## config.mk

```make
export PLATFORM = sky130hd
export DESIGN_NAME = pfps_ctrl
export DESIGN_NICKNAME = d
export VERILOG_FILES = /design/src/hdl/pfps_pkg.sv /design/src/hdl/pfps_ctrl.sv
export SDC_FILE = /design/constraint.sdc
export NUM_CORES = 1
export LEC_CHECK = 0
export BUFFER_PORTS_ARGS = -buffer_cell sky130_fd_sc_hd__buf_2
export CAP_MARGIN = 20
export CORE_ASPECT_RATIO = 2
export CORE_MARGIN = 1
export CORE_UTILIZATION = 25
export CTS_CLUSTER_DIAMETER = 60
export DETAILED_ROUTE_END_ITERATION = 10
export PLACE_DENSITY_LB_ADDON = 0.12
export SLEW_MARGIN = 0
export SYNTH_ARGS = -nofsm -noshare
export SYNTH_HDL_FRONTEND = slang
export SYNTH_SLANG_ARGS = --single-unit
```

## constraint.sdc

```tcl
create_clock -name clock -period 4.3 [get_ports clock]
set_input_delay 0.215 -clock clock [delete_from_list [all_inputs] [get_ports clock]]
set_output_delay 0.215 -clock clock [all_outputs]
set_load 0.1 [all_outputs]
```

## src/hdl/pfps_pkg.sv

```systemverilog
`timescale 1ns / 1ps

package pfps_pkg;

   localparam int POS_W     = 25;
   localparam int PT_W      = 27;
   localparam int DIFF_W    = 28;
   localparam int SQ_OP_W   = 30;
   localparam int SQ_W      = 60;
   localparam int RAD_W     = 62;
   localparam int ROOT_W    = 31;
   localparam int NUM_W     = 46;
   localparam int DEN_W     = 31;
   localparam int ACC_W     = 48;
   localparam int POT_W     = 40;
   localparam int GAIN_W    = 24;
   localparam int THR_W     = 17;
   localparam int CSR_IDX_W = 3;

   localparam int REQ_DATA_W = 72;
   localparam int RSP_DATA_W = 144;

   localparam logic signed [PT_W-1:0] HALF_Q16 = 27'sd32768;
   localparam logic [POT_W-1:0]       POT_MAX  = '1;

   localparam logic [CSR_IDX_W-1:0] CSR_GOAL_X    = 3'd0;
   localparam logic [CSR_IDX_W-1:0] CSR_GOAL_Y    = 3'd1;
   localparam logic [CSR_IDX_W-1:0] CSR_GAIN      = 3'd2;
   localparam logic [CSR_IDX_W-1:0] CSR_CAP       = 3'd3;
   localparam logic [CSR_IDX_W-1:0] CSR_THRESHOLD = 3'd4;

   typedef enum logic [1:0] {
      ACT_WRITE  = 2'd0,
      ACT_QUERY  = 2'd1,
      ACT_STEP   = 2'd2,
      ACT_SETPOS = 2'd3
   } action_type;

   typedef enum logic [2:0] {
      ST_ACK      = 3'd0,
      ST_POT      = 3'd1,
      ST_MOVED    = 3'd2,
      ST_ARRIVED  = 3'd3,
      ST_DEADLOCK = 3'd4
   } status_type;

   typedef enum logic [2:0] {
      PT_QUERY = 3'd0,
      PT_XM    = 3'd1,
      PT_XP    = 3'd2,
      PT_YM    = 3'd3,
      PT_YP    = 3'd4
   } pt_sel_type;

   typedef enum logic [1:0] {
      SQ_GOAL  = 2'd0,
      SQ_CELL  = 2'd1,
      SQ_FORCE = 2'd2
   } sq_src_type;

   typedef enum logic [1:0] {
      DIV_REP = 2'd0,
      DIV_FX  = 2'd1,
      DIV_FY  = 2'd2
   } div_src_type;

   typedef struct packed {
      logic signed [POS_W-1:0] goal_x;
      logic signed [POS_W-1:0] goal_y;
      logic [GAIN_W-1:0]       gain;
      logic [GAIN_W-1:0]       cap;
      logic [THR_W-1:0]        threshold;
   } cfg_type;

   typedef struct packed {
      action_type              action;
      logic [6:0]              cell_x;
      logic [6:0]              cell_y;
      logic                    blocked;
      logic signed [POS_W-1:0] point_x;
      logic signed [POS_W-1:0] point_y;
   } item_type;

   typedef struct packed {
      logic signed [POS_W-1:0] where_x;
      logic signed [POS_W-1:0] where_y;
      logic signed [POS_W-1:0] move_x;
      logic signed [POS_W-1:0] move_y;
      logic [POT_W-1:0]        potential;
   } res_type;

   typedef struct packed {
      logic        load_item;
      logic        clr_wr;
      logic        cell_rd;
      logic        cell_wr;
      logic        eval_load;
      pt_sel_type  pt_sel;
      logic        square;
      sq_src_type  sq_src;
      logic        sqrt_start;
      logic        div_start;
      div_src_type div_src;
      logic        acc_root;
      logic        acc_add;
      logic        scan_init;
      logic        scan_rd;
      logic        scan_adv;
      logic        pot_store;
      logic [1:0]  pot_slot;
      logic        force_form;
      logic        norm_shift;
      logic        mx_store;
      logic        my_store;
      logic        pos_update;
      logic        pos_set;
      logic        rsp_load;
      status_type  rsp_status;
   } cmd_type;

   typedef struct packed {
      action_type action;
      logic       cell_ok;
      logic       clear_last;
      logic       bit_set;
      logic       scan_last;
      logic       word_end;
      logic       sqrt_done;
      logic       div_done;
      logic       r_zero;
      logic       arrived;
      logic       deadlock;
      logic       norm_big;
   } stat_type;

endpackage

```

## src/hdl/pfps_ctrl.sv

```systemverilog
`timescale 1ns / 1ps

module pfps_ctrl (
   input  logic                clock,
   input  logic                reset,
   input  logic                req_valid,
   output logic                req_ready,
   input  logic                out_free,
   input  pfps_pkg::stat_type  stat,
   output pfps_pkg::cmd_type   cmd
);

   typedef enum logic [4:0] {
      S_CLEAR, S_IDLE, S_DISPATCH, S_CELL_RD, S_CELL_WR,
      S_G_SQ, S_G_RT, S_G_WAIT, S_RD, S_BIT,
      S_C_SQ, S_C_RT, S_C_WAIT, S_C_DIV, S_D_WAIT, S_NEXT, S_END,
      S_F_FORM, S_F_CHK, S_F_NORM, S_F_SQ, S_F_RT, S_F_WAIT,
      S_DX, S_DX_WAIT, S_DY, S_DY_WAIT, S_MOVE, S_FINISH
   } state_type;

   state_type            state_ff, state_in;
   logic [1:0]           phase_ff, phase_in;
   pfps_pkg::status_type st_ff, st_in;

   function automatic pfps_pkg::pt_sel_type probe(input logic [1:0] ph);
      pfps_pkg::pt_sel_type sel;
      unique case (ph)
         2'd0:    sel = pfps_pkg::PT_XM;
         2'd1:    sel = pfps_pkg::PT_XP;
         2'd2:    sel = pfps_pkg::PT_YM;
         default: sel = pfps_pkg::PT_YP;
      endcase
      return sel;
   endfunction

   assign req_ready = (state_ff == S_IDLE);

   always_comb begin
      cmd        = '0;
      cmd.sq_src = pfps_pkg::SQ_GOAL;
      state_in   = state_ff;
      phase_in   = phase_ff;
      st_in      = st_ff;
      cmd.rsp_status = st_ff;
      cmd.pot_slot   = phase_ff;
      unique case (state_ff)
         S_CLEAR: begin
            cmd.clr_wr = 1'b1;
            if (stat.clear_last) state_in = S_IDLE;
         end
         S_IDLE: begin
            if (req_valid) begin
               cmd.load_item = 1'b1;
               state_in      = S_DISPATCH;
            end
         end
         S_DISPATCH: begin
            phase_in = 2'd0;
            unique case (stat.action)
               pfps_pkg::ACT_WRITE: begin
                  st_in    = pfps_pkg::ST_ACK;
                  state_in = stat.cell_ok ? S_CELL_RD : S_FINISH;
               end
               pfps_pkg::ACT_QUERY: begin
                  st_in         = pfps_pkg::ST_POT;
                  cmd.eval_load = 1'b1;
                  cmd.pt_sel    = pfps_pkg::PT_QUERY;
                  state_in      = S_G_SQ;
               end
               pfps_pkg::ACT_STEP: begin
                  if (stat.arrived) begin
                     st_in    = pfps_pkg::ST_ARRIVED;
                     state_in = S_FINISH;
                  end else begin
                     st_in         = pfps_pkg::ST_MOVED;
                     cmd.eval_load = 1'b1;
                     cmd.pt_sel    = probe(2'd0);
                     state_in      = S_G_SQ;
                  end
               end
               default: begin
                  st_in       = pfps_pkg::ST_ACK;
                  cmd.pos_set = 1'b1;
                  state_in    = S_FINISH;
               end
            endcase
         end
         S_CELL_RD: begin
            cmd.cell_rd = 1'b1;
            state_in    = S_CELL_WR;
         end
         S_CELL_WR: begin
            cmd.cell_wr = 1'b1;
            state_in    = S_FINISH;
         end
         S_G_SQ: begin
            cmd.square = 1'b1;
            cmd.sq_src = pfps_pkg::SQ_GOAL;
            state_in   = S_G_RT;
         end
         S_G_RT: begin
            cmd.sqrt_start = 1'b1;
            state_in       = S_G_WAIT;
         end
         S_G_WAIT: begin
            if (stat.sqrt_done) begin
               cmd.acc_root  = 1'b1;
               cmd.scan_init = 1'b1;
               state_in      = S_RD;
            end
         end
         S_RD: begin
            cmd.scan_rd = 1'b1;
            state_in    = S_BIT;
         end
         S_BIT: begin
            if (stat.bit_set) begin
               state_in = S_C_SQ;
            end else if (stat.scan_last) begin
               state_in = S_END;
            end else begin
               cmd.scan_adv = 1'b1;
               state_in     = stat.word_end ? S_RD : S_BIT;
            end
         end
         S_C_SQ: begin
            cmd.square = 1'b1;
            cmd.sq_src = pfps_pkg::SQ_CELL;
            state_in   = S_C_RT;
         end
         S_C_RT: begin
            cmd.sqrt_start = 1'b1;
            state_in       = S_C_WAIT;
         end
         S_C_WAIT: begin
            if (stat.sqrt_done) state_in = S_C_DIV;
         end
         S_C_DIV: begin
            if (stat.r_zero) begin
               cmd.acc_add = 1'b1;
               state_in    = S_NEXT;
            end else begin
               cmd.div_start = 1'b1;
               cmd.div_src   = pfps_pkg::DIV_REP;
               state_in      = S_D_WAIT;
            end
         end
         S_D_WAIT: begin
            if (stat.div_done) begin
               cmd.acc_add = 1'b1;
               state_in    = S_NEXT;
            end
         end
         S_NEXT: begin
            if (stat.scan_last) begin
               state_in = S_END;
            end else begin
               cmd.scan_adv = 1'b1;
               state_in     = stat.word_end ? S_RD : S_BIT;
            end
         end
         S_END: begin
            cmd.pot_store = 1'b1;
            if (st_ff == pfps_pkg::ST_POT) begin
               state_in = S_FINISH;
            end else if (phase_ff != 2'd3) begin
               phase_in      = phase_ff + 1'b1;
               cmd.eval_load = 1'b1;
               cmd.pt_sel    = probe(phase_ff + 1'b1);
               state_in      = S_G_SQ;
            end else begin
               state_in = S_F_FORM;
            end
         end
         S_F_FORM: begin
            cmd.force_form = 1'b1;
            state_in       = S_F_CHK;
         end
         S_F_CHK: begin
            if (stat.deadlock) begin
               st_in    = pfps_pkg::ST_DEADLOCK;
               state_in = S_FINISH;
            end else begin
               state_in = S_F_NORM;
            end
         end
         S_F_NORM: begin
            if (stat.norm_big) cmd.norm_shift = 1'b1;
            else state_in = S_F_SQ;
         end
         S_F_SQ: begin
            cmd.square = 1'b1;
            cmd.sq_src = pfps_pkg::SQ_FORCE;
            state_in   = S_F_RT;
         end
         S_F_RT: begin
            cmd.sqrt_start = 1'b1;
            state_in       = S_F_WAIT;
         end
         S_F_WAIT: begin
            if (stat.sqrt_done) state_in = S_DX;
         end
         S_DX: begin
            cmd.div_start = 1'b1;
            cmd.div_src   = pfps_pkg::DIV_FX;
            state_in      = S_DX_WAIT;
         end
         S_DX_WAIT: begin
            if (stat.div_done) begin
               cmd.mx_store = 1'b1;
               state_in     = S_DY;
            end
         end
         S_DY: begin
            cmd.div_start = 1'b1;
            cmd.div_src   = pfps_pkg::DIV_FY;
            state_in      = S_DY_WAIT;
         end
         S_DY_WAIT: begin
            if (stat.div_done) begin
               cmd.my_store = 1'b1;
               state_in     = S_MOVE;
            end
         end
         S_MOVE: begin
            cmd.pos_update = 1'b1;
            state_in       = S_FINISH;
         end
         S_FINISH: begin
            if (out_free) begin
               cmd.rsp_load = 1'b1;
               state_in     = S_IDLE;
            end
         end
         default: state_in = S_IDLE;
      endcase
   end

   always_ff @(posedge clock) begin
      if (reset) begin
         state_ff <= S_CLEAR;
         phase_ff <= 2'd0;
         st_ff    <= pfps_pkg::ST_ACK;
      end else begin
         state_ff <= state_in;
         phase_ff <= phase_in;
         st_ff    <= st_in;
      end
   end

endmodule

```

==> results of run 1 <==
[area by class of cell]
cell class | count | area share (%)
flip-flops and latches | 10 | 12.2
multi-input cells | 163 | 63.1
inverters | 11 | 2.52
repair buffers | 50 | 15.3
clock buffers | 3 | 2.52
well taps | 58 | 4.43
[metal layers]
layer | routed length [microns] | track usage, %
met2 | 2980 | 36.1
met5 | 0 | 0
met4 | 219 | 9.89
met3 | 263 | 1.72
met1 | 1910 | 22.2
[kinds of logic (layout without fill, tap and decap cells)]
| family | count (synthesis) | in the layout |
|---|---|---|
| buffers and inverters | 28 | 64 |
| AND/OR/NAND/NOR | 104 | 104 |
| flip-flops | 10 | 10 |
| multiplexers | 3 | 3 |
| AO/OA/AOI/OAI | 47 | 47 |
| XOR/XNOR | 1 | 1 |
| adder cells (fa/ha/maj) | 8 | 8 |
[sequential cells by signal, indices dropped and copies added, names as in the netlist]
name / count
st_ff: 3
state_ff: 5
phase_ff: 2
[how the worst min path moves through the flow]
stage	from	endpoint	depth (start not counted)
2_1_floorplan	stat[1]	st_ff[2]	2
3_3_place_gp	st_ff[1]	st_ff[1]	2
3_5_place_dp	st_ff[1]	st_ff[1]	2
4_1_cts	reset	state_ff[0]	2
5_1_grt	reset	state_ff[0]	2
6_report	reset	state_ff[0]	2
[stage by stage]
| step | power, mW | utilization, % | setup slack (ns) |
|---|---|---|---|
| 6_report | 0.403 | 31.6 | 1.47 |
| 5_1_grt | 0.429 | 31.6 | 1.29 |
| 4_1_cts | 0.405 | 31.6 | 1.50 |
| 3_5_place_dp | 0.311 | 30.8 | 1.77 |
| 3_3_place_gp | 0.313 | 30.8 | 1.69 |
| 2_1_floorplan | 0.262 | - | 0.441 |
[power by group]
group	leakage [nW]	internal, mW	total (mW)	switching (mW)
clock	0.0216	0.0609	0.0929	0.0320
sequential	0.0809	0.0968	0.116	0.0195
combinational	0.627	0.0545	0.194	0.139
total	0.730	0.212	0.403	0.191
[placed cells by master (no fill, tap or decap), types with 4 or more instances in the layout]
master    synthesis  final
o21ai_0           6      6
nor3_1           14     14
a31oi_1           5      5
dfxtp_1          10     10
o32ai_1           4      4
or3_1             4      4
ha_1              8      8
nand3_1           7      7
nor2b_1           6      6
nand2_1          18     18
a21oi_1           6      6
inv_1             9      9
nand2b_1          7      7
buf_2             9     50
and3_1            4      4
nor2_1           25     25
==> results.toml, run 1 <==
[logic_synthesis]
synth_common_cells = "nor2_1 (25), nand2_1 (18), nor3_1 (14)"
synthesis.area_sq_um = 1370
seq_area_frac_synth_pct = 14.7
synth_most_common_cell = "nor2_1"
syn_avg_cell_area_sq_um = 6.79
synth_nets = 226
synthMuxAreaShare_pct = 2.20
synth_top_area_share_pct = 14.7
synth.area.top_cells = "dfxtp_1 (15%), ha_1 (7.3%), nor2_1 (6.9%), nor3_1 (5.1%), nand2_1 (4.9%)"
synth.distinct_cells = 55
synth_top_area_cell = "dfxtp_1"
synth_compound_area_share_pct = 25.2
netlist_instances = 201
synth_edf_count = 0
ys_ff_latch = 10
async_flop_share_pct = 0
synth_xor_area_share_pct = 0.642
yosys.area_share.adder_pct = 7.33
synth_top_family_by_area = "simple AND/OR/NAND/NOR gates"
yosys_warnings = 0
synth-simple-area-share_pct = 40.3
ys.flop_type = "dfxtp_1"

[route]
antenna_left = 0
via_per_inst = 5.63
drc = 0
drtIter0Drc = 46
drt-pass1-iter-count = 5
wl_mm = 5.38
wire_per_inst_microns = 18.2
vias = 1661

[timing]
min_period_over_period_pct = 65.8
whs_ns = 0.304
fmax_ghz = 0.354
finClkSkew_ns = 0.000462
slew_viol_final = 0
hold_viol = 0
slew_headroom_pct = 34.6
setup-violations-final = 0
setup-tns-final_ns = 0
grt_setup_unrepaired = "false"
min_period_ns = 2.83
worst-slew-pin-transition_ns = 0.980

[clock_tree]
clk_pin_slew_ns = 0.04
cts_buffers = 3
postCtsResizedCells = 0
cts_buffer_depth = 2
clock_latency_ns = 0.23
cts_tree = "yes"
ctsHoldBuffers = 0
htreeDepth = 1
postCtsSetupBuffers = 0
root_buffer = "clkbuf_8"
clock-sinks = 10

[setup_path]
path_depth = 4
critical_path.max_stage_delay_ns = 0.81
cp_num_buf_inv = 1
cp-end-kind = "output pin"
r2r_cells = 5
crit_start = "state_ff[4]"
reg2reg_to = "state_ff[0]"
cpMaxStageDelayCell = "dfxtp_1"
r2r_slack_ns = 1.92
crit_family = "simple AND/OR/NAND/NOR gates"
setup.worst_path.start_class = "register"
critical_path_arrival_ns = 2.61
cp-endpoint = "cmd[26]"
path_cells = "nor3b_1 > nand4b_1 > nor2_1 > buf_2"
path_class = "register to output pin"
rr_startpoint = "state_ff[2]"
required_ns = 4.09
cp_max_fo = 23

[floorplanning]
die_area_sq_um = 5780
core_sq_um = 5180
die_h_microns = 107
start_util_pct = 26.3
core.rowCount = 37
die_x_microns = 54.3
ios = 51

[placed_design]
io_buffers = 50
dpl.cell_count = 292
gp_congestion = 0.870
dpl.hpwl_mm = 4.28
place_area_sq_um = 1600

[pwr]
ir_drop_uv = 183
power_leakage_nw = 0.730
power.density_nw_per_um2 = 246

[global_route]
grt_start_max_net_pins = 30
grt_use_total_pct = 20.2
grt-ovfl-total = 0
grt_pass1_vias = 1625
antenna_found_initial = 0
grt_pass1_wl_mm = 8.58

[finish]
drive_gt1_share_pct = 25.3
nets = 264
n_antenna_cell = 0
final_cells = 295
area_delta_synth_final_pct = 20.1
multi_input_area_sq_um = 1030
regArea_sq_um = 200
num-fill-cells = 590
fin_area_sq_um = 1640

[flow_run]
max_cap_viol_count = 0

[min_path]
hold_class = "primary input to register"

[outcome]
status = "complete, no violations"
Note: power is estimated with default switching activity, not from simulation.
==> inputs of run 2 (changes only) <==
clock period = 2.4 ns   (was 4.3 ns; I/O delays follow)
==> results.toml, run 2 (synthesis gave the netlist of run 1 again) <==
[pwr]
power.density_nw_per_um2 = 433
ir_drop_uv = 386
power_leakage_nw = 0.854

[timing]
fmax_ghz = 0.441
worst-slew-pin-transition_ns = 0.532
min_period_ns = 2.27
slew_viol_final = 0
setup-violations-final = 0
finClkSkew_ns = 0.00158
slew_headroom_pct = 64.5
hold_viol = 0
grt_setup_unrepaired = "false"
min_period_over_period_pct = 94.5
setup-tns-final_ns = 0

[clock_tree]
clock-sinks = 10
clock_latency_ns = 0.24
cts_tree = "yes"
clk_pin_slew_ns = 0.05
htreeDepth = 1
cts_buffers = 3
cts_buffer_depth = 2
root_buffer = "clkbuf_8"
ctsHoldBuffers = 0

[finish]
largestRegisters = "state_ff x5, st_ff x3, phase_ff x2"
n_antenna_cell = 0
drive_gt1_share_pct = 37.6
largest_reg_flops = 5
regArea_sq_um = 201
nets = 284
num-fill-cells = 622
mostFrequentLayoutCell = "buf_2"
final_cell_mix = "buf_2 (47), buf_4 (20), nand2_1 (18), nor2_1 (18), nor3_1 (11)"
fin_area_sq_um = 1920
multi_input_area_sq_um = 1110
largest-register = "state_ff"
area_delta_synth_final_pct = 41.0

[floorplanning]
die_h_microns = 107
die_area_sq_um = 5780
start_util_pct = 26.3
core.rowCount = 37
ios = 51
core_sq_um = 5180
die_x_microns = 54.3

[flow_run]
max_cap_viol_count = 0

[min_path]
hold_class = "primary input to register"

[global_route]
grt_pass1_wl_mm = 8.77
grt_start_max_net_pins = 24
grt_use_total_pct = 20.6
grt-ovfl-total = 0
antenna_found_initial = 0
grt_pass1_vias = 1791

[route]
antenna_left = 0
drc = 0
wire_per_inst_microns = 17.2
via_per_inst = 5.56
vias = 1756
wl_mm = 5.43
drt-pass1-iter-count = 4
drtIter0Drc = 36

[setup_path]
setup.worst_path.start_class = "register"
path_class = "register to output pin"
required_ns = 2.28
cp_max_fo = 15
critical_path_arrival_ns = 2.15
cp-end-kind = "output pin"

[placed_design]
dpl.hpwl_mm = 4.46
io_buffers = 50
gp_congestion = 0.996
place_area_sq_um = 1860

[outcome]
status = "complete, no violations"
==> run 2: cell type report <==
| cell class | instances | area share (%) |
|---|---|---|
| well taps | 58 | 3.77 |
| inverters | 11 | 2.15 |
| repair buffers | 70 | 23.1 |
| multi-input cells | 163 | 57.6 |
| clock buffers | 4 | 2.86 |
| flip-flops and latches | 10 | 10.5 |
==> run 2: where the power goes <==
part,switching [mW],internal (mW)
Sequential,0.00730,0.173
Combinational,0.299,0.140
Clock,0.0697,0.144
Total,0.376,0.457
==> run 2: repair_timing <==
item,CTS,global route
gates resized for setup,1,0
setup endpoints to repair,1,2
cloned,0,0
pin swaps,0,1
setup buffers,0,1
==> run 2: final timing paths <==
check                           slack [ns]           to  cells past startpoint         from
worst max-delay path                  0.13      cmd[27]                      5  state_ff[1]
worst min-delay path                  0.20  state_ff[0]                      2        reset
worst min register to register        0.46     st_ff[2]                      2     st_ff[2]
worst max register to register        0.35  state_ff[3]                      7  state_ff[2]
==> run 2: through the flow <==
step / power, mW / setup WS, ns / hold WS (ns) / util, % / cells
2_1_floorplan: 0.484 / -0.406 / 0.314 / - / 201
3_3_place_gp: 0.622 / 0.338 / 0.444 / 35.9 / 311
3_5_place_dp: 0.618 / 0.246 / 0.442 / 35.9 / 311
4_1_cts: 0.836 / 0.0700 / 0.188 / 37.0 / 315
5_1_grt: 0.879 / 0.0322 / 0.208 / 37.1 / 316
6_report: 0.833 / 0.133 / 0.197 / 37.1 / 316
==> run 2: metal layers <==
layer	global-route usage (%)	share of wire, %	up-vias
li1	-	-	847
met3	2.58	5.0	19
met2	38.1	55	70
met5	0	0	-
met1	20.7	36	820
met4	9.89	4.1	0
==> run 2: critical path, stage by stage (launching register included) <==
cell     delay [ns]
dfxtp_1        0.40
buf_4          0.24
or3_1          0.49
nor2_4         0.16
and3_2         0.18
buf_2          0.42
==> inputs of run 3 (changes only) <==
clock period = 2.3 ns   (was 2.4 ns; I/O delays follow)
==> results.toml, run 3 (synthesis gave the netlist of run 1 again) <==
[outcome]
status = "complete, no violations"

[route]
vias = 1725
via_per_inst = 5.51
drtIter0Drc = 47
wl_mm = 5.41
drc = 0
wire_per_inst_microns = 17.3
antenna_left = 0
drt-pass1-iter-count = 4

[clock_tree]
cts_buffers = 3
htreeDepth = 1
clock_latency_ns = 0.24
cts_tree = "yes"
cts_buffer_depth = 2
root_buffer = "clkbuf_8"
clock-sinks = 10
clk_pin_slew_ns = 0.05

[finish]
fin_area_sq_um = 1970
area_delta_synth_final_pct = 44.2
drive_gt1_share_pct = 39.2
final_cell_mix = "buf_2 (42), nand2_1 (18), buf_4 (18), nor2_1 (16), nor3_1 (11)"
mostFrequentLayoutCell = "buf_2"
regArea_sq_um = 206
multi_input_area_sq_um = 1110
largestRegisters = "state_ff x5, st_ff x3, phase_ff x2"
num-fill-cells = 597
nets = 282
n_antenna_cell = 0
largest_reg_flops = 5
largest-register = "state_ff"

[global_route]
grt_pass1_vias = 1655
antenna_found_initial = 0
grt_start_max_net_pins = 23
grt-ovfl-total = 0
grt_pass1_wl_mm = 8.34
grt_use_total_pct = 19.8

[setup_path]
rr_startpoint = "state_ff[3]"
r2r_cells = 5
crit_start = "state_ff[3]"
cp-end-kind = "output pin"
cp_max_fo = 13
critical_path_arrival_ns = 2.05
required_ns = 2.18
cpMaxStageDelayCell = "dfxtp_1"
path_class = "register to output pin"
path_cells = "buf_4 > or3_1 > buf_4 > nor2_4 > a32o_2 > buf_12"
critical_path.max_stage_delay_ns = 0.46
crit_path_frequent_cell = "buf_4"
setup.worst_path.start_class = "register"

[timing]
finClkSkew_ns = 0.00622
whs_ns = 0.193
slew_headroom_pct = 66.5
worst-slew-pin-transition_ns = 0.502
grt_setup_unrepaired = "false"
slew_viol_final = 0
fmax_ghz = 0.461
hold_viol = 0
min_period_ns = 2.17
min_period_over_period_pct = 94.3
worst_slack_ns = 0.130
setup-violations-final = 0

[floorplanning]
die_area_sq_um = 5780
die_x_microns = 54.3
start_util_pct = 26.3
ios = 51
core.rowCount = 37
die_h_microns = 107
core_sq_um = 5180

[min_path]
min-delay-start = "reset"
whs_path_depth = 2
hold_class = "primary input to register"

[placed_design]
gp_congestion = 0.962
dpl.hpwl_mm = 4.46
place_area_sq_um = 1920
io_buffers = 50
pre_cts_slack_ns = 0.265

[pwr]
fin_total_pwr_uw = 812
power_leakage_nw = 0.849
ir_drop_uv = 350
power.density_nw_per_um2 = 412

[flow_run]
max_cap_viol_count = 0
run 3: cell count changes in the layout (fill, tap and decap cells not counted), sizes merged:
cell | previous run | this run
buf | 70 | 67
run 3: power breakdown:
part | switching [mW] | internal [mW] | leakage [nW] | total [mW]
sequential | 0.0124 | 0.181 | 0.0835 | 0.193
combinational | 0.300 | 0.140 | 0.744 | 0.440
clock | 0.0642 | 0.114 | 0.0216 | 0.178
run 3: critical path, delay by kind of cell, from the launching register on:
kind                   cells  cell delay, ns
buffers and inverters      3            0.62
and+or+nand+nor            2            0.51
DFF                        1            0.46
AOI/OAI and AO/OA          1            0.22
run 3: what timing repair did:
action | in CTS | in global routing
gates resized for setup | 0 | 3
hold buffers | 0 | 0
setup buffers | 0 | 0
setup endpoints to repair | 0 | 7
run 3: stage by stage:
stage | setup TNS [ns] | utilization, % | instances
global route | 0 | 38.0 | 313
CTS | 0 | 37.9 | 313
finish | 0 | 38.0 | 313
floorplan | -0.685 | - | 201
global placement | 0 | 37.1 | 310
detailed placement | 0 | 37.1 | 310
run 3: per-layer routing:
layer	GRT usage [%]	vias up	routed length, microns
li1	-	845	-
met1	19.9	787	1890
met2	37.5	79	3080
met3	3.29	14	270
met4	6.96	0	171
met5	0	-	0
run 3: worst paths after layout:
path	endpoint	slack, ns
worst max-delay path	cmd[25]	0.13
worst min-delay path	state_ff[0]	0.19
worst max register to register	state_ff[3]	0.30
worst min register to register	st_ff[2]	0.46
run 3: area by class of cell:
type / count / area share [%]
Multi-Input combinational cell: 163 / 56.6
Timing Repair Buffer: 68 / 25.0
Sequential cell: 10 / 10.5
Tap cell: 58 / 3.69
Clock buffer: 3 / 2.10
Inverter: 11 / 2.10
